==> src/hw/rtl/sgm_pkg.sv <==
package sgm_pkg;

   localparam int MAX_WIDTH   = 2048;
   localparam int ADDR_W      = 11;
   localparam int PIX_W       = 8;
   localparam int ROW_W       = 12;
   localparam int COL_W       = 11;
   localparam int CFG_W       = 12;
   localparam int WIN_TAPS    = 9;

   localparam logic [CFG_W-1:0] WIDTH_RESET = 12'd2048;
   localparam logic [CFG_W-1:0] WIDTH_MIN   = 12'd3;
   localparam logic [CFG_W-1:0] WIDTH_MAX   = 12'd2048;

   localparam int QUEUE_DEPTH = 4;
   localparam int QPTR_W      = 2;
   localparam int QCNT_W      = 3;

   // window tap k = row * 3 + column, row 0 is the oldest line, column 0 the oldest pixel
   typedef struct packed {
      logic [WIN_TAPS-1:0][PIX_W-1:0] win;
      logic [ROW_W-1:0]               row;
      logic [COL_W-1:0]               col;
   } window_item_type;

   typedef struct packed {
      logic                    valid;
      logic [QCNT_W-1:0]       count;
   } queue_status_type;

endpackage

==> src/hw/rtl/sgm_queue.sv <==
module sgm_queue import sgm_pkg::*; (
   input  logic             clock,
   input  logic             reset,
   input  logic             push,
   input  window_item_type  push_item,
   input  logic             pop,
   output window_item_type  head_item,
   output queue_status_type status
);

   window_item_type   slot_ff [QUEUE_DEPTH];
   logic [QPTR_W-1:0] wr_ptr_ff, rd_ptr_ff;
   logic [QCNT_W-1:0] count_ff;

   always_ff @(posedge clock) begin
      if (push) begin
         slot_ff[wr_ptr_ff] <= push_item;
      end
   end

   always_ff @(posedge clock) begin
      if (reset) begin
         wr_ptr_ff <= '0;
         rd_ptr_ff <= '0;
         count_ff  <= '0;
      end else begin
         if (push) begin
            wr_ptr_ff <= wr_ptr_ff + 1'b1;
         end
         if (pop) begin
            rd_ptr_ff <= rd_ptr_ff + 1'b1;
         end
         count_ff <= count_ff + {{(QCNT_W-1){1'b0}}, push} - {{(QCNT_W-1){1'b0}}, pop};
      end
   end

   assign head_item    = slot_ff[rd_ptr_ff];
   assign status.valid = (count_ff != '0);
   assign status.count = count_ff;

   a_no_overflow: assert property (@(posedge clock) disable iff (reset)
      push |-> (count_ff != QCNT_W'(QUEUE_DEPTH)))
      else $error("queue push while full");

   a_no_underflow: assert property (@(posedge clock) disable iff (reset)
      pop |-> (count_ff != '0))
      else $error("queue pop while empty");

   a_count_up: assert property (@(posedge clock) disable iff (reset)
      (push && !pop) |=> (count_ff == $past(count_ff) + 1'b1))
      else $error("queue count lost a push");

endmodule

==> config.mk <==
export PLATFORM = sky130hd
export DESIGN_NAME = sgm_queue
export DESIGN_NICKNAME = d
export VERILOG_FILES = /design/src/hw/rtl/sgm_pkg.sv /design/src/hw/rtl/sgm_queue.sv
export SDC_FILE = /design/constraint.sdc
export NUM_CORES = 1
export LEC_CHECK = 0
export ABC_AREA = 1
export CORE_UTILIZATION = 45
export CTS_CLUSTER_SIZE = 20
export DETAILED_ROUTE_END_ITERATION = 8
export DONT_BUFFER_PORTS = 1
export PLACE_DENSITY = 0.62
export SETUP_SLACK_MARGIN = 0.2
export SLEW_MARGIN = 10
export SYNTH_ARGS = -nofsm -noshare
export SYNTH_HDL_FRONTEND = slang
export SYNTH_SLANG_ARGS = --single-unit
==> constraint.sdc <==
create_clock -name clock -period 7.3 [get_ports clock]
set_clock_uncertainty 0.1 [all_clocks]
set_input_delay 0.365 -clock clock [delete_from_list [all_inputs] [get_ports clock]]
set_output_delay 0.365 -clock clock [all_outputs]
set_load 0.02 [all_outputs]
# After elaboration in Yosys (flattened, before gate mapping)
# Memory sizes are Yosys's and may differ from the RTL's. A register that Yosys moved wholly into a read port is not among the register bits.
# Cells that the tools add are included.
[word_totals]
register_bits = 7
latchBits = 0
mem_bits_rw = 380
mem_bits_ro = 0
output_inout_bits = 99
wordCells = 13
mem_count = 1
[op_classes]
add_sub_neg = 4
mul = 0
div_mod_pow = 0
magnitude_cmp = 0
eq_ne = 0
shifts = 0
n_mux = 4
n_bitwise = 0
n_reduce_logical = 1
[mem_list]
columns = ["name", "depth", "word_bits", "read_ports", "rd_clocked_by_memory_dff", "wr", "line_no", "text"]
rows = [
  ["slot_ff", 4, 95, 1, 1, 1, "sgm_queue.sv:11", "window_item_type slot_ff [QUEUE_DEPTH];"],
]
[op_table]
columns = ["op", "n"]
rows = [
  ["2-bit by 1-bit adder with 2-bit output (second input constant)", 2],
  ["2-bit two-way mux", 2],
  ["3-bit by 1-bit adder with 3-bit output", 1],
  ["3-bit nonzero test", 1],
  ["3-bit by 1-bit subtractor with 3-bit output", 1],
  ["1-bit two-way mux", 2],
]

# Longest topological paths before layout
[logic_depth]
word_depth = 3
mapped_depth = 8
mapped_depth_nobuf = 8

# Worst setup path before layout
# Ideal clock, no wire load.
[synth_path]
kind = "reg2reg"
start = "reg wr_ptr_ff[0]"
end = "mem slot_ff[2][0] (netlist bit) (enable)"
setup_time_ps = 449
t_arrival_ps = 2424
required_time_ps = 6751
setup_slack_ps = 4327
path_stages_with_launch = 5
synth_period_minus_slack_ps = 2973
cell_sequence = "dfxtp_1 inv_1 ha_1 nand2_1 inv_1"
[synth_rtl]
columns = ["element", "line_no", "text"]
rows = [
  ["from (decl)", "sgm_queue.sv:12", "logic [QPTR_W-1:0] wr_ptr_ff, rd_ptr_ff;"],
  ["from (signal assigned)", "sgm_queue.sv:28", "wr_ptr_ff <= wr_ptr_ff + 1'b1;"],
  ["to (decl)", "sgm_queue.sv:11", ""],
]
# Straight into the memory's write port.

==> results.cfg <==
[critical_path]
cpPeakStageDelay_ns = 0.90
crit_required_ns = 6.84
worstPathMaxFanout = 96
crit_path_end_kind = output pin
path_buf_inv = 1
critical_path_class = flip-flop to output pin
crit_arrival_ns = 2.96
crit_chain = buf_4, o21ai_0, nand2_1
start_kind = flip-flop
cp_top_family = flip-flops
crit_path_top_delay_cell = dfxtp_4

[power_and_ir_drop]
power.net_switching_w = 0.00116
power.density_nw_per_um2 = 273
netSwitchingFraction_pct = 23.2
pwr-share-comb_pct = 9.1
seqPwrFrac_pct = 52.2
clkPwrFrac_pct = 38.6
internal-power_w = 0.00383
leakagePower_nw = 6.66
ir_drop_mv = 0.211

[synthesis]
synth_fp_nets = 1269
synth_top_area_share_pct = 72.1
synth_top_family_by_area = compound AO/OA/AOI/OAI gates
yosys_warnings = 0
synth_area_sq_um = 15800
async_reset_ff_share_pct = 0
netlist_top_cells_count = edfxtp_1, inv_1, nand2_1, a21oi_1
synthAdderAreaFrac_pct = 0.601
netlist_instances = 1163
netlist-cell-type-count = 18
ys_seq_elements = 389
yosys.cell_count.top_type = edfxtp_1
muxShareOfSynthArea_pct = 0
yosysSeqAreaShare_pct = 73.2
synthTopCellsByArea = edfxtp_1, o211ai_2, inv_1, nand2_1, a21oi_1
synth_top_area_cell = edfxtp_1
synth-compound-area-share_pct = 13.7
synth_xor_area_share_pct = 0
synth.avg_cell_area_sq_um = 13.6
synth_enable_flop_cells = 380
ys.flop_type = edfxtp_1
synthSimpleGateAreaFrac_pct = 4.83

[placed_design]
dpl.hpwl_microns = 15500
portBuffers = 0
dp_slack_ns = 4.39
placedCellCount = 1563
gp_congestion = 0.699

[global_route]
grt_pass1_wl_microns = 44900
grt_max_degree = 209
grt-ovfl-total = 0
antenna_found_initial = 1
grtUsageTotal_pct = 16.0
grt_pass1_vias = 8395

[routing]
drtIter0Drc = 375
firstDrtPassIters = 6
routed_wl_microns = 28600
vias_per_cell = 4.92
drc = 0
routedWlPerCell_microns = 16.6
dr_total_vias = 8497
ant_nets = 0

[sta]
drv_slew = 0
fin_crit_sh_pct = 46.9
setup-violations-final = 0
slew_headroom_pct = 28.3
period_needed_ns = 3.42
fin_setup_tns_ns = 0
maxClockFrequency_ghz = 0.292
hold_viol = 0
fin_ws_ns = 3.88
rsz0062_at_grt = false
worst_pin_slew_ns = 1.08

[cts]
clock_latency_ns = 0.52
path_clk_slew_ns = 0.06
postCtsHoldBufs = 98
cts_max_path_buffers = 3
cts_tree = yes
cts_root_buffer = clkbuf_16
cts.sinks = 389
cts_resized = 0
cts_htree_levels = 2
numCtsBuffers = 40
postCtsSetupRepairBufs = 0

[layout]
num-fill-cells = 2855
area_delta_synth_final_pct = 15.3
final_cells = 1727
final_nets = 1354
layout-drive-gt1-share_pct = 12.0

[floorplanning]
fp.dieH_microns = 190
core-area_sq_um = 34500
initial_core_util_pct = 45.8
io_pins = 198
dieArea_sq_um = 35900
placementRows = 68
dieWidth_microns = 190

[run]
max_cap_violations = 0

[status]
status = finished clean

[worst_hold_path]
holdCritPathClass = input pin to flip-flop
==> final cells by class <==
| class | count | area (sq um) | share of cell area, % |
|---|---|---|---|
| diodes | 1 | 2.50 | 0.0137 |
| clock inverters | 19 | 184 | 1.01 |
| well taps | 455 | 569 | 3.12 |
| repair buffers | 106 | 1050 | 5.77 |
| flip-flops and latches | 389 | 11600 | 63.5 |
| clock buffers | 46 | 1040 | 5.72 |
| multi-input cells | 505 | 3020 | 16.6 |
| inverters | 206 | 783 | 4.29 |
==> logic make-up after synthesis <==
logic type / count (synthesis)
adders and majority gates: 7
buffers and inverters: 269
DFF: 389
and+or+nand+nor: 203
AOI/OAI and AO/OA: 295
==> power by group through the flow <==
| stage | combinational (W) | clock [W] | sequential, W |
|---|---|---|---|
| after CTS | 0.000467 | 0.00198 | 0.00260 |
| after global placement | 0.000396 | 0 | 0.00265 |
| after floorplan | 0.000356 | 0 | 0.00263 |
| final | 0.000456 | 0.00193 | 0.00260 |
| after global routing | 0.000506 | 0.00207 | 0.00261 |
| after detailed placement | 0.000401 | 0 | 0.00265 |
==> tightest hold or removal path, stage by stage <==
cell,delay (ns)
ha_1,0.21
inv_1,0.05
ha_1,0.11
inv_1,0.03
nor2_1,0.07
==> path summary, 6_finish.rpt <==
| path | from | endpoint | slack, ns | cells past startpoint |
|---|---|---|---|---|
| worst max-delay path | flip-flop | head_item[38] | 3.88 | 3 |
| worst min-delay path | pop | count_ff[0] | 0.24 | 5 |
| worst max register to register | wr_ptr_ff[0] | slot_ff[0][72] | 4.82 | 5 |
| worst min register to register | rd_ptr_ff[1] | flip-flop | 0.35 | 2 |
==> flip-flops by register name, indices dropped and copies added (netlist names), named ones only <==
signal	flops
slot_ff	380
count_ff	3
rd_ptr_ff	2
wr_ptr_ff	2
==> layer usage <==
| metal | share of wire (%) | GRT usage, % | vias to the layer above |
|---|---|---|---|
| li1 | - | - | 4204 |
| met4 | 1.8 | 4.56 | 0 |
| met5 | 0 | 0 | - |
| met3 | 7.0 | 4.98 | 39 |
| met1 | 42 | 19.4 | 4069 |
| met2 | 50 | 27.6 | 185 |
==> per-stage QoR <==
step | power [W] | area [sq um] | hold slack (ns) | util (%)
floorplan | 0.00299 | 15800 | 0.336 | -
global placement | 0.00305 | 16000 | 0.337 | 46.5
detailed placement | 0.00305 | 16000 | 0.339 | 46.5
CTS | 0.00505 | 18300 | 0.212 | 52.9
global route | 0.00518 | 18300 | 0.260 | 52.9
finish | 0.00499 | 18300 | 0.239 | 52.9
==> placed cells by master, fill, tap and decap left out, drive strengths merged <==
| cell | netlist | final |
|---|---|---|
| edfxtp | 380 | 380 |
| clkinvlp | 0 | 1 |
| buf | 52 | 8 |
| ha | 6 | 6 |
| a21oi | 101 | 101 |
| fa | 1 | 1 |
| dlygate4sd3 | 0 | 98 |
| bufinv | 0 | 4 |
| diode | 0 | 1 |
| clkbuf | 11 | 46 |
| dfxtp | 9 | 9 |
| nor2 | 3 | 3 |
| nand2 | 198 | 198 |
| nand3 | 2 | 2 |
| o21ai | 99 | 99 |
| inv | 206 | 206 |
| clkinv | 0 | 14 |
| o211ai | 95 | 95 |
No activity file was read; power rests on OpenSTA's default activity.
