===== src/hw/rtl/sgm_pkg.sv =====
package sgm_pkg;

   localparam int MAX_WIDTH   = 2048;
   localparam int ADDR_W      = 11;
   localparam int PIX_W       = 8;
   localparam int ROW_W       = 12;
   localparam int COL_W       = 11;
   localparam int CFG_W       = 12;
   localparam int WIN_TAPS    = 9;

   localparam logic [CFG_W-1:0] WIDTH_RESET = 12'd2048;
   localparam logic [CFG_W-1:0] WIDTH_MIN   = 12'd3;
   localparam logic [CFG_W-1:0] WIDTH_MAX   = 12'd2048;

   localparam int QUEUE_DEPTH = 4;
   localparam int QPTR_W      = 2;
   localparam int QCNT_W      = 3;

   // window tap k = row * 3 + column, row 0 is the oldest line, column 0 the oldest pixel
   typedef struct packed {
      logic [WIN_TAPS-1:0][PIX_W-1:0] win;
      logic [ROW_W-1:0]               row;
      logic [COL_W-1:0]               col;
   } window_item_type;

   typedef struct packed {
      logic                    valid;
      logic [QCNT_W-1:0]       count;
   } queue_status_type;

endpackage


===== src/hw/rtl/sgm_back.sv =====
module sgm_back import sgm_pkg::*; (
   input  logic             clock,
   input  logic             reset,
   input  logic             q_valid,
   input  window_item_type  q_item,
   output logic             q_pop,
   output logic             rsp_tvalid,
   input  logic             rsp_tready,
   output logic [PIX_W-1:0] rsp_mag,
   output logic [ROW_W-1:0] rsp_row,
   output logic [COL_W-1:0] rsp_col
);

   logic              en;
   logic              v1_ff, v2_ff, v3_ff, v4_ff;
   logic [7:0]        ax_ff, ay_ff;
   logic [16:0]       sum_ff;
   logic              sat_ff;
   logic [15:0]       rem_ff;
   logic [16:0]       res_ff;
   logic [PIX_W-1:0]  mag_ff;
   logic [ROW_W-1:0]  row1_ff, row2_ff, row3_ff, row4_ff;
   logic [COL_W-1:0]  col1_ff, col2_ff, col3_ff, col4_ff;

   logic signed [10:0] sx, sy;
   logic signed [10:0] qx, qy;
   logic [15:0]        rem_a, rem_b;
   logic [16:0]        res_a, res_b;
   logic [16:0]        trial_a, trial_b;

   assign en    = !v4_ff || rsp_tready;
   assign q_pop = en && q_valid;

   // sobel sums over the window
   always_comb begin
      sx = $signed({3'b0, q_item.win[0]}) + $signed({2'b0, q_item.win[3], 1'b0})
         + $signed({3'b0, q_item.win[6]}) - $signed({3'b0, q_item.win[2]})
         - $signed({2'b0, q_item.win[5], 1'b0}) - $signed({3'b0, q_item.win[8]});
      sy = $signed({3'b0, q_item.win[6]}) + $signed({2'b0, q_item.win[7], 1'b0})
         + $signed({3'b0, q_item.win[8]}) - $signed({3'b0, q_item.win[0]})
         - $signed({2'b0, q_item.win[1], 1'b0}) - $signed({3'b0, q_item.win[2]});
      // divide by 4 toward zero
      qx = sx[10] ? ((sx + 11'sd3) >>> 2) : (sx >>> 2);
      qy = sy[10] ? ((sy + 11'sd3) >>> 2) : (sy >>> 2);
   end

   // integer square root, four result bits per stage
   always_comb begin
      rem_a = sum_ff[15:0];
      res_a = '0;
      trial_a = '0;
      for (int k = 0; k < 4; k++) begin
         trial_a = res_a + (17'd1 << (14 - 2 * k));
         if ({1'b0, rem_a} >= trial_a) begin
            rem_a = rem_a - trial_a[15:0];
            res_a = (res_a >> 1) + (17'd1 << (14 - 2 * k));
         end else begin
            res_a = res_a >> 1;
         end
      end
   end

   always_comb begin
      rem_b = rem_ff;
      res_b = res_ff;
      trial_b = '0;
      for (int k = 4; k < 8; k++) begin
         trial_b = res_b + (17'd1 << (14 - 2 * k));
         if ({1'b0, rem_b} >= trial_b) begin
            rem_b = rem_b - trial_b[15:0];
            res_b = (res_b >> 1) + (17'd1 << (14 - 2 * k));
         end else begin
            res_b = res_b >> 1;
         end
      end
   end

   always_ff @(posedge clock) begin
      if (reset) begin
         v1_ff <= 1'b0;
         v2_ff <= 1'b0;
         v3_ff <= 1'b0;
         v4_ff <= 1'b0;
      end else if (en) begin
         v1_ff <= q_valid;
         v2_ff <= v1_ff;
         v3_ff <= v2_ff;
         v4_ff <= v3_ff;
      end
   end

   always_ff @(posedge clock) begin
      if (en) begin
         ax_ff   <= qx[10] ? 8'(-qx) : qx[7:0];
         ay_ff   <= qy[10] ? 8'(-qy) : qy[7:0];
         row1_ff <= q_item.row;
         col1_ff <= q_item.col;
         sum_ff  <= {1'b0, {8'b0, ax_ff} * {8'b0, ax_ff}}
                    + {1'b0, {8'b0, ay_ff} * {8'b0, ay_ff}};
         row2_ff <= row1_ff;
         col2_ff <= col1_ff;
         sat_ff  <= sum_ff[16];
         rem_ff  <= rem_a;
         res_ff  <= res_a;
         row3_ff <= row2_ff;
         col3_ff <= col2_ff;
         mag_ff  <= sat_ff ? 8'hFF : res_b[7:0];
         row4_ff <= row3_ff;
         col4_ff <= col3_ff;
      end
   end

   assign rsp_tvalid = v4_ff;
   assign rsp_mag    = mag_ff;
   assign rsp_row    = row4_ff;
   assign rsp_col    = col4_ff;

endmodule


===== config.mk =====
export PLATFORM = sky130hd
export DESIGN_NAME = sgm_back
export DESIGN_NICKNAME = d
export VERILOG_FILES = /design/src/hw/rtl/sgm_pkg.sv /design/src/hw/rtl/sgm_back.sv
export SDC_FILE = /design/constraint.sdc
export NUM_CORES = 1
export LEC_CHECK = 0
export BUFFER_PORTS_ARGS = -buffer_cell sky130_fd_sc_hd__buf_4
export CAP_MARGIN = 40
export CORE_UTILIZATION = 50
export DETAILED_ROUTE_END_ITERATION = 10
export PLACE_DENSITY = 0.65
export SETUP_SLACK_MARGIN = 0.2
export SKIP_LAST_GASP = 1
export SYNTH_ARGS = -nofsm -noshare
export SYNTH_HDL_FRONTEND = slang
export SYNTH_SLANG_ARGS = --single-unit

===== constraint.sdc =====
create_clock -name clock -period 7.8 [get_ports clock]
set_clock_uncertainty 0.2 [all_clocks]
set_input_delay 0 -clock clock [delete_from_list [all_inputs] [get_ports clock]]
set_output_delay 0 -clock clock [all_outputs]
set_load 0.005 [all_outputs]

=== Word-level counts from Yosys, hierarchy flattened ===
Index checks and enable logic that the tools add are counted.

* Logic and storage cells: 88
* Flip-flop bits (word level): 171
* Output and inout port bits: 33
* Input bits: 99

* Magnitude comparators: 8
* Reductions and logical operators: 3
* Multiply operators: 2
* Multiplexer cells: 19
* $add $sub $neg: 36

{| class="wikitable"
|+ Operators with widths
! cell !! number
|-
| 16-bit 2-to-1 mux || 8
|-
| 16-bit by 17-bit greater-or-equal comparator with 1-bit output || 7
|-
| 16-bit subtractor || 6
|-
| 17-bit 2-to-1 mux || 5
|-
| 11-bit by 9-bit subtractor with 11-bit output || 4
|-
| 8-bit by 8-bit multiplier with 16-bit output || 2
|-
| 8-bit 2-to-1 mux || 3
|-
| 10-bit by 8-bit adder with 11-bit output || 2
|-
| 11-bit by 3-bit adder with 11-bit output, second input constant || 2
|-
| 11-bit 2-to-1 mux || 2
|-
| 11-bit by 10-bit subtractor with 11-bit output || 2
|-
| 8-bit by 9-bit adder with 10-bit output || 2
|-
| 16-bit by 11-bit adder with 17-bit output, second input constant || 1
|-
| 16-bit by 13-bit adder with 17-bit output, second input constant || 1
|-
| 16-bit by 16-bit adder with 17-bit output || 1
|-
| 16-bit by 3-bit adder with 17-bit output, second input constant || 1
|-
| 16-bit by 5-bit adder with 17-bit output, second input constant || 1
|-
| 16-bit by 7-bit adder with 17-bit output, second input constant || 1
|-
| 16-bit by 9-bit adder with 17-bit output, second input constant || 1
|-
| 17-bit by 1-bit adder with 17-bit output, second input constant || 1
|-
| 17-bit by 11-bit adder with 17-bit output, second input constant || 1
|-
| 17-bit by 13-bit adder with 17-bit output, second input constant || 1
|-
| 17-bit by 3-bit adder with 17-bit output, second input constant || 1
|-
| 17-bit by 5-bit adder with 17-bit output, second input constant || 1
|-
| other kinds (10) || 11
|}

=== Logic depth before layout (Yosys ltp) ===
Gate-level depths: netlist of run 1.

* Depth in word-level cells: 12
* Gate-level depth with buffers: 41
* Gate-level depth less buffers: 38

=== Worst setup path before layout of run 1 ===
No wires, ideal clock.

* Path kind: register -> register
* Start point: register res_ff[8]
* End point: register mag_ff[0], in the netlist rsp_mag[0] (data pin)
* Setup time: 0.270 ns
* Data arrival time: 6.478 ns
* Path buffers: 2
* Cell stages (with the launch flop): 41
* Required time: 7.330 ns
* Period minus slack after synthesis: 6.948 ns
* Path slack: 0.852 ns
* Cells stage by stage: edfxtp_1 inv_1 ha_1 and4_1 a211oi_2 o21ai_2 inv_2 nor2_1 a21oi_1 inv_1 ha_1 a21oi_1 o21ai_0 a21oi_1 nand2_1 a211oi_4 nand3b_4 clkinv_2 [5 not listed] a21o_1 a21oi_1 nor2b_1 a2111o_1 nand4bb_4 buf_6 nor2_1 a21oi_1 ha_1 a31oi_1 nor2b_1 o21ai_0 nand2b_1 a21oi_1 nor2b_1 o21ai_0 and3_1 o211ai_1

* Longest elaborated chain between the ends: 12
* Elaborated cells on any way between the ends: 22
* Those cells by class: add/sub (11); order compare (4); mux (7)

{| class="wikitable"
|+ Ends and longest elaborated chain
! what !! line !! RTL
|-
| start: declaration || sgm_back.sv:20 || <nowiki>logic [16:0] res_ff;</nowiki>
|-
| start signal: assignment || sgm_back.sv:104 || <nowiki>res_ff <= res_a;</nowiki>
|-
| 17-bit by 7-bit adder with 17-bit output || sgm_back.sv:68 || <nowiki>trial_b = res_b + (17'd1 << (14 - 2 * k));</nowiki>
|-
| 16-bit by 17-bit greater-or-equal comparator with 1-bit output || sgm_back.sv:69 || <nowiki>if ({1'b0, rem_b} >= trial_b) begin</nowiki>
|-
| 17-bit 2-to-1 mux || sgm_back.sv:69 ||
|-
| 17-bit by 5-bit adder with 17-bit output || sgm_back.sv:68 ||
|-
| 16-bit by 17-bit greater-or-equal comparator with 1-bit output || sgm_back.sv:69 ||
|-
| 17-bit 2-to-1 mux || sgm_back.sv:69 ||
|-
| 17-bit by 3-bit adder with 17-bit output || sgm_back.sv:68 ||
|-
| 16-bit by 17-bit greater-or-equal comparator with 1-bit output || sgm_back.sv:69 ||
|-
| 17-bit 2-to-1 mux || sgm_back.sv:69 ||
|-
| 17-bit by 1-bit adder with 17-bit output || sgm_back.sv:68 ||
|-
| 16-bit by 17-bit greater-or-equal comparator with 1-bit output || sgm_back.sv:69 ||
|-
| 8-bit 2-to-1 mux * || sgm_back.sv:69 ||
|-
| end signal: assignment || sgm_back.sv:107 || <nowiki>mag_ff <= sat_ff ? 8'hFF : res_b[7:0];</nowiki>
|-
| end: declaration || sgm_back.sv:21 || <nowiki>logic [PIX_W-1:0] mag_ff;</nowiki>
|}

Every way passes the cells marked *; elsewhere a longest branch is shown, timed or not.
A chain may end at the register's enable or synchronous reset.

=== Worst setup path in the final report of run 1 ===
Same ends and word-level chain as after synthesis.

==> summary.md, run 1 <==
| Metric | Value |
|---|---|
| Slowest stage delay, CP | 0.40 ns |
| Fin Setup TNS | 0 ns |
| Pins Over Slew Limit | 0 |
| Slowest stage cell, crit path | edfxtp_1 |
| DIE AREA | 27600 µm² |
| CTS tree | done |
| Initial antenna violation count | 0 |
| FMAX | 0.139 GHz |
| YS warnings | 0 |
| Root buf cell | clkbuf_16 |
| FFs w/ async S/R, synth | 0% |
| Syn avg cell area | 11.3 µm² |
| CTS buffer count | 17 |
| First-pass DRT Iterations | 8 |
| Slew @ Worst Pin | 0.877 ns |
| Final setup viols | 0 |
| N_diodes | 0 |
| Area Growth Syn to Fin | 17.3% |
| Clock Latency Late Sink | 0.42 ns |
| Critical Path RT | 7.74 ns |
| Clock sinks | 158 |
| Critical path type | reg -> reg |
| Setup crit start kind | flop |
| Reg2reg setup slack | 0.58 ns |
| I/O pins | 132 |
| Hpwl dp | 21.0 mm |
| Hold path startpoint | q_item[0] |
| FF+latch count, synth | 158 |
| Gr usage total | 19.5% |
| Slew HR | 41.5% |
| Drt wl/cell | 15.1 µm |
| FP Rows | 59 |
| Gr ovfl total | 0 |
| Distinct cells, synth | 76 |
| GP Congestion | 0.855 |
| Cells after Synth | 1195 |
| Most common cell after layout, fill and taps aside | inv_1 |
| PortBufs | 123 |
| Via count | 8911 |
| Initial Utilization | 51.3% |
| Global-route wire length before repair | 43.3 mm |
| Wirelength, routed | 25.9 mm |
| Sequential share of the synthesized area | 35.0% |
| Number of synthesized flops with an enable pin | 154 |
| Core Util, Final | 60.2% |
| Routed vias/inst | 5.20 |
| Share of post-route cells with drive strength above 1 | 15.9% |
| FILL cells | 2120 |
| Failing checks | DRC |
| Vias in the first global route | 9126 |
| Residual DRC | 3 |
| Syn_nets | 1555 |
| Die height | 166 µm |
| DIE WIDTH | 166 µm |
| Nets | 1727 |
| Iteration-0 DRC Markers | 502 |
| Crit path max fanout | 8 |
| Worst hold path type | in -> reg |
| Clock H-tree levels | 4 |
| DRT antenna net count | 0 |
| FF/Latch Area | 4700 µm² |
| Path depth of the worst reg2reg path | 33 |
| Area of the multi-input gates | 8030 µm² |
| Reg2Reg Launch Point | res_ff[8] |
| Hold depth | 2 |
| Critical Path AT | 7.16 ns |
| Status | finished with violations |
| Max cap viols | 0 |
| Core area | 26200 µm² |
| Top cell type's share of synthesized area | 34.4% |
| Final worst-path cycle share | 92.5% |
| Primary FF master, synth | edfxtp_1 |
| Largest cells by area after synthesis | edfxtp_1, fa_1, ha_1, inv_1, xnor2_1 |
| CTS max path bufs | 2 |
| Synth Cell Area | 13500 µm² |
| RR Endpoint | rsp_mag[0] |
| RSZ-0062 raised after global routing | no |
| Final Hold Fails | 0 |
| Most frequent cells in the layout | inv_1, edfxtp_1, buf_4, fa_1, ha_1 |
| Critical Path End Type | flop |
| Period minus WS final | 7.22 ns |
| Pin count of the biggest net entering global routing | 73 |
| Clock-pin transition on the worst setup and hold timing paths | 0.07 ns |
| WHS Endpoint | col1_ff[0] |
| Area leader, netlist | edfxtp_1 |
[kinds of logic (layout without fill, tap and decap cells)]
| logic type | count (synthesis) | in the layout | synth area share [%] |
|---|---|---|---|
| AOI/OAI and AO/OA | 207 | 207 | 10.2 |
| xor gates and xnor gates | 82 | 82 | 5.34 |
| muxes | 12 | 12 | 0.976 |
| adders and majority gates | 261 | 261 | 32.0 |
| and+or+nand+nor | 274 | 274 | 10.7 |
| buffers and inverters | 201 | 386 | 5.90 |
| DFF | 158 | 158 | 35.0 |
[final cells by class]
type / count / share of cell area (%)
Clock buffer: 18 / 2.72
Tap cell: 335 / 2.66
Sequential cell: 158 / 29.8
Inverter: 180 / 4.29
Clock inverter: 14 / 0.975
Timing Repair Buffer: 174 / 8.68
Multi-Input combinational cell: 836 / 50.9
[metal layers]
metal	wire (µm)	vias up	GRT usage (%)	part of all wire [%]
met4	371	0	5.40	1.4
li1	-	4429	-	-
met1	11400	4306	23.7	44
met3	702	27	2.79	2.7
met5	0	-	0	0
met2	13500	149	35.9	52
[worst max-delay path, delay by kind of cell, from the launching register on]
| family | cells | cell delay (ns) |
|---|---|---|
| AO/OA/AOI/OAI | 13 | 2.58 |
| XOR/XNOR | 1 | 0.22 |
| adder cells (fa/ha/maj) | 4 | 1.24 |
| buffers and inverters | 5 | 0.69 |
| flip-flops | 1 | 0.40 |
| multiplexers | 1 | 0.26 |
| AND/OR/NAND/NOR | 9 | 1.31 |
[worst max-delay path by stage]
stage	from	endpoint	depth (start not counted)
2_1_floorplan	res_ff[8]	rsp_mag[0]	40
3_3_place_gp	res_ff[8]	rsp_mag[0]	37
3_5_place_dp	res_ff[8]	rsp_mag[0]	38
4_1_cts	res_ff[8]	rsp_mag[0]	38
5_1_grt	res_ff[8]	rsp_mag[0]	38
6_report	res_ff[8]	rsp_mag[0]	33
[through the flow]
| step | hold WS, ns | setup slack [ns] | cell area, µm² | std cells |
|---|---|---|---|---|
| 6_report | 0.0957 | 0.582 | 15800 | 1715 |
| 5_1_grt | 0.0779 | 0.193 | 15800 | 1715 |
| 4_1_cts | 0.0724 | 0.355 | 15700 | 1706 |
| 3_5_place_dp | -0.0207 | 0.400 | 14800 | 1649 |
| 3_3_place_gp | -0.0212 | 0.463 | 14800 | 1647 |
| 2_1_floorplan | -0.131 | 0.852 | 13500 | 1195 |
[state kept, by name, summed over array words and instances (netlist names), 11 cells and up]
signal and flops:
row2_ff 12, rsp_col 11, col1_ff 11, rsp_row 12, col3_ff 11, col2_ff 11
row1_ff 12, sum_ff 17, rem_ff 16, row3_ff 12
[what timing repair did]
item,in CTS,in global routing
setup endpoints to repair,0,1
gates resized for setup,0,16
hold buffers,25,0
setup buffers,0,9
hold endpoints to repair,27,0
[cells in the mapped netlist (9+ instances only)]
| master | n |
|---|---|
| inv_1 | 178 |
| edfxtp_1 | 154 |
| fa_1 | 138 |
| ha_1 | 123 |
| a21oi_1 | 69 |
| nand2_1 | 61 |
| xnor2_1 | 59 |
| nor2_1 | 58 |
| and2_1 | 42 |
| o21ai_0 | 31 |
| nor3_1 | 23 |
| xor2_1 | 23 |
| a21o_1 | 17 |
| nor2b_1 | 15 |
| o21bai_1 | 13 |
| nand2b_1 | 12 |
| nand3_1 | 11 |
| clkbuf_1 | 10 |
| a31oi_1 | 9 |
| o21a_1 | 9 |
| or2_2 | 9 |
| or3_1 | 9 |
Power of run 1 is left out: the tool's default activity adds up to more than one toggle a clock period on the data nets, which glitch-free logic cannot reach.
==> run 2, diff against run 1 <==
--- a/config.mk
+++ b/config.mk
@@ -7,9 +7,11 @@
 export LEC_CHECK = 0
 export BUFFER_PORTS_ARGS = -buffer_cell sky130_fd_sc_hd__buf_4
 export CAP_MARGIN = 40
-export CORE_UTILIZATION = 50
+export CELL_PAD_IN_SITES_DETAIL_PLACEMENT = 0
+export CELL_PAD_IN_SITES_GLOBAL_PLACEMENT = 2
+export CORE_UTILIZATION = 41
 export DETAILED_ROUTE_END_ITERATION = 10
-export PLACE_DENSITY = 0.65
+export PLACE_DENSITY = 0.78
 export SETUP_SLACK_MARGIN = 0.2
 export SKIP_LAST_GASP = 1
 export SYNTH_ARGS = -nofsm -noshare
==> run 2 against run 1 <==
Compared with the run above:
- cell count grew 5.9%
- the flow now finishes without violations
- worst setup slack improved by 0.099 ns
- non-clock buffer count rose by 1
- core utilization decreased by 9.9 points
- register-to-register slack gained 0.099 ns
- critical path type unchanged
- routed wire length is 2.5% higher
- first-iteration DRC count shrank 24%
==> summary.md, run 2 (synthesis results as in run 1) <==
| Metric | Value |
|---|---|
| Final setup viols | 0 (unchanged) |
| Period minus WS final | 7.12 ns (was 7.22 ns) |
| GP Congestion | 0.806 (was 0.855) |
| Global-route wire length before repair | 45.1 mm (was 43.3 mm) |
| CTS buffer count | 17 (unchanged) |
| N_diodes | 0 (unchanged) |
| RSZ-0062 raised after global routing | no (unchanged) |
| Slew HR | 55.4% (was 41.5%) |
| Final instance area | 16100 µm² (was 15800 µm²) |
| Pins Over Slew Limit | 0 (unchanged) |
| Most common cell after layout, fill and taps aside | inv_1 (unchanged) |
| Critical Path End Type | flop (unchanged) |
| Residual DRC | 0 (was 3) |
| Layout Cells excl Fill | 1816 (was 1715) |
| Largest Register | sum_ff (unchanged) |
| FMAX | 0.140 GHz (was 0.139 GHz) |
| Crit path max fanout | 6 (was 8) |
| Routed vias/inst | 4.86 (was 5.20) |
| CTS tree | done (unchanged) |
| Critical Path AT | 7.08 ns (was 7.16 ns) |
| Setup crit start kind | flop (unchanged) |
| Hpwl dp | 22.2 mm (was 21.0 mm) |
| Final Hold Fails | 0 (unchanged) |
| Vias in the first global route | 9312 (was 9126) |
| Initial antenna violation count | 0 (unchanged) |
| First-pass DRT Iterations | 6 (was 8) |
| Max reg flops | 17 (unchanged) |
| PortBufs | 123 (unchanged) |
| Clock-pin transition on the worst setup and hold timing paths | 0.07 ns (about the same) |
| FF/Latch Area | 4700 µm² (unchanged) |
| Path depth of the worst reg2reg path | 34 (was 33) |
| Slowest stage cell, crit path | edfxtp_1 (unchanged) |
| Max cap viols | 0 (unchanged) |
| DIE WIDTH | 183 µm (was 166 µm) |
| DRT antenna net count | 0 (unchanged) |
| Iteration-0 DRC Markers | 382 (was 502) |
| Largest regs | sum_ff: 17 flops, rem_ff: 16 flops (unchanged) |
| FP Rows | 65 (was 59) |
| Via count | 8827 (was 8911) |
| FILL cells | 2959 (was 2120) |
| I/O pins | 132 (unchanged) |
| Gr ovfl total | 0 (unchanged) |
| Initial Utilization | 42.2% (was 51.3%) |
| Die height | 183 µm (was 166 µm) |
| Area of the multi-input gates | 8060 µm² (was 8030 µm²) |
| Placed insts | 1753 (was 1649) |
| Area Growth Syn to Fin | 19.3% (was 17.3%) |
| Pin count of the biggest net entering global routing | 55 (was 73) |
| Fin Setup TNS | 0 ns (unchanged) |
| Worst hold slack | 0.0558 ns (was 0.0957 ns) |
| Most frequent cells in the layout | inv_1, edfxtp_1, buf_4, fa_1, ha_1 (unchanged) |
| Drt wl/cell | 14.6 µm (was 15.1 µm) |
| Clock Latency Late Sink | 0.43 ns (was 0.42 ns) |
| Gr usage total | 16.9% (was 19.5%) |
| Area after DPL | 15000 µm² (was 14800 µm²) |
| Root buf cell | clkbuf_16 (unchanged) |
| CTS max path bufs | 2 (unchanged) |
| Worst hold path type | in -> reg (unchanged) |
| DIE AREA | 33500 µm² (was 27600 µm²) |
| Clock sinks | 158 (unchanged) |
| Share of post-route cells with drive strength above 1 | 16.0% (was 15.9%) |
| Slew @ Worst Pin | 0.663 ns (was 0.877 ns) |
| Critical Path RT | 7.76 ns (was 7.74 ns) |
| Final worst-path cycle share | 91.3% (was 92.5%) |
| Wirelength, routed | 26.6 mm (was 25.9 mm) |
| Hold depth | 3 (was 2) |
| Critical path type | reg -> reg (unchanged) |
| Clock H-tree levels | 4 (unchanged) |
| Slowest stage delay, CP | 0.40 ns (about the same) |
| Core area | 31900 µm² (was 26200 µm²) |
| Nets | 1728 (was 1727) |
| Status | complete, no violations (was finished with violations) |
[run 2: cell type report]
type	count	area share (%)
multi-input cells	836	50.2
flip-flops and latches	158	29.3
repair buffers	175	8.87
inverters	180	4.23
well taps	435	3.39
clock buffers	18	2.67
clock inverters	14	1.37
[run 2: metal layers]
metal  up-vias  GRT usage, %  wire length, µm
met5         -             0                0
met4         0          3.63              249
met3        14          2.62              684
met2       123          31.2            14100
met1      4262          20.6            11600
li1       4428             -                -
[run 2: critical path, delay by kind of cell (launching register included)]
family,cells,cell delay [ns]
compound gates,13,2.68
xor+xnor,1,0.24
fa+ha+maj,4,1.21
buf+inv,5,0.52
flops,1,0.40
mux,1,0.29
simple gates,10,1.31
[run 2: what timing repair did]
action	CTS	global route
setup endpoints to repair	0	1
buffers inserted	0	6
resized for setup	0	21
hold endpoints to repair	27	0
hold buffers	25	0
[run 2: worst paths after layout]
check	start	slack (ns)	to
max	res_ff[8]	0.68	rsp_mag[0]
min	rsp_tready	0.06	rsp_tvalid
max reg2reg	res_ff[8]	0.68	rsp_mag[0]
min reg2reg	row3_ff[11]	0.21	rsp_row[11]
[run 2: metrics by stage]
stage	utilization [%]	setup slack, ns
after floorplan	-	0.852
after global placement	46.9	0.402
after detailed placement	47.1	0.372
after CTS	49.9	0.326
after global routing	50.4	0.231
final	50.4	0.681
Power of run 2 is left out for the same reason.
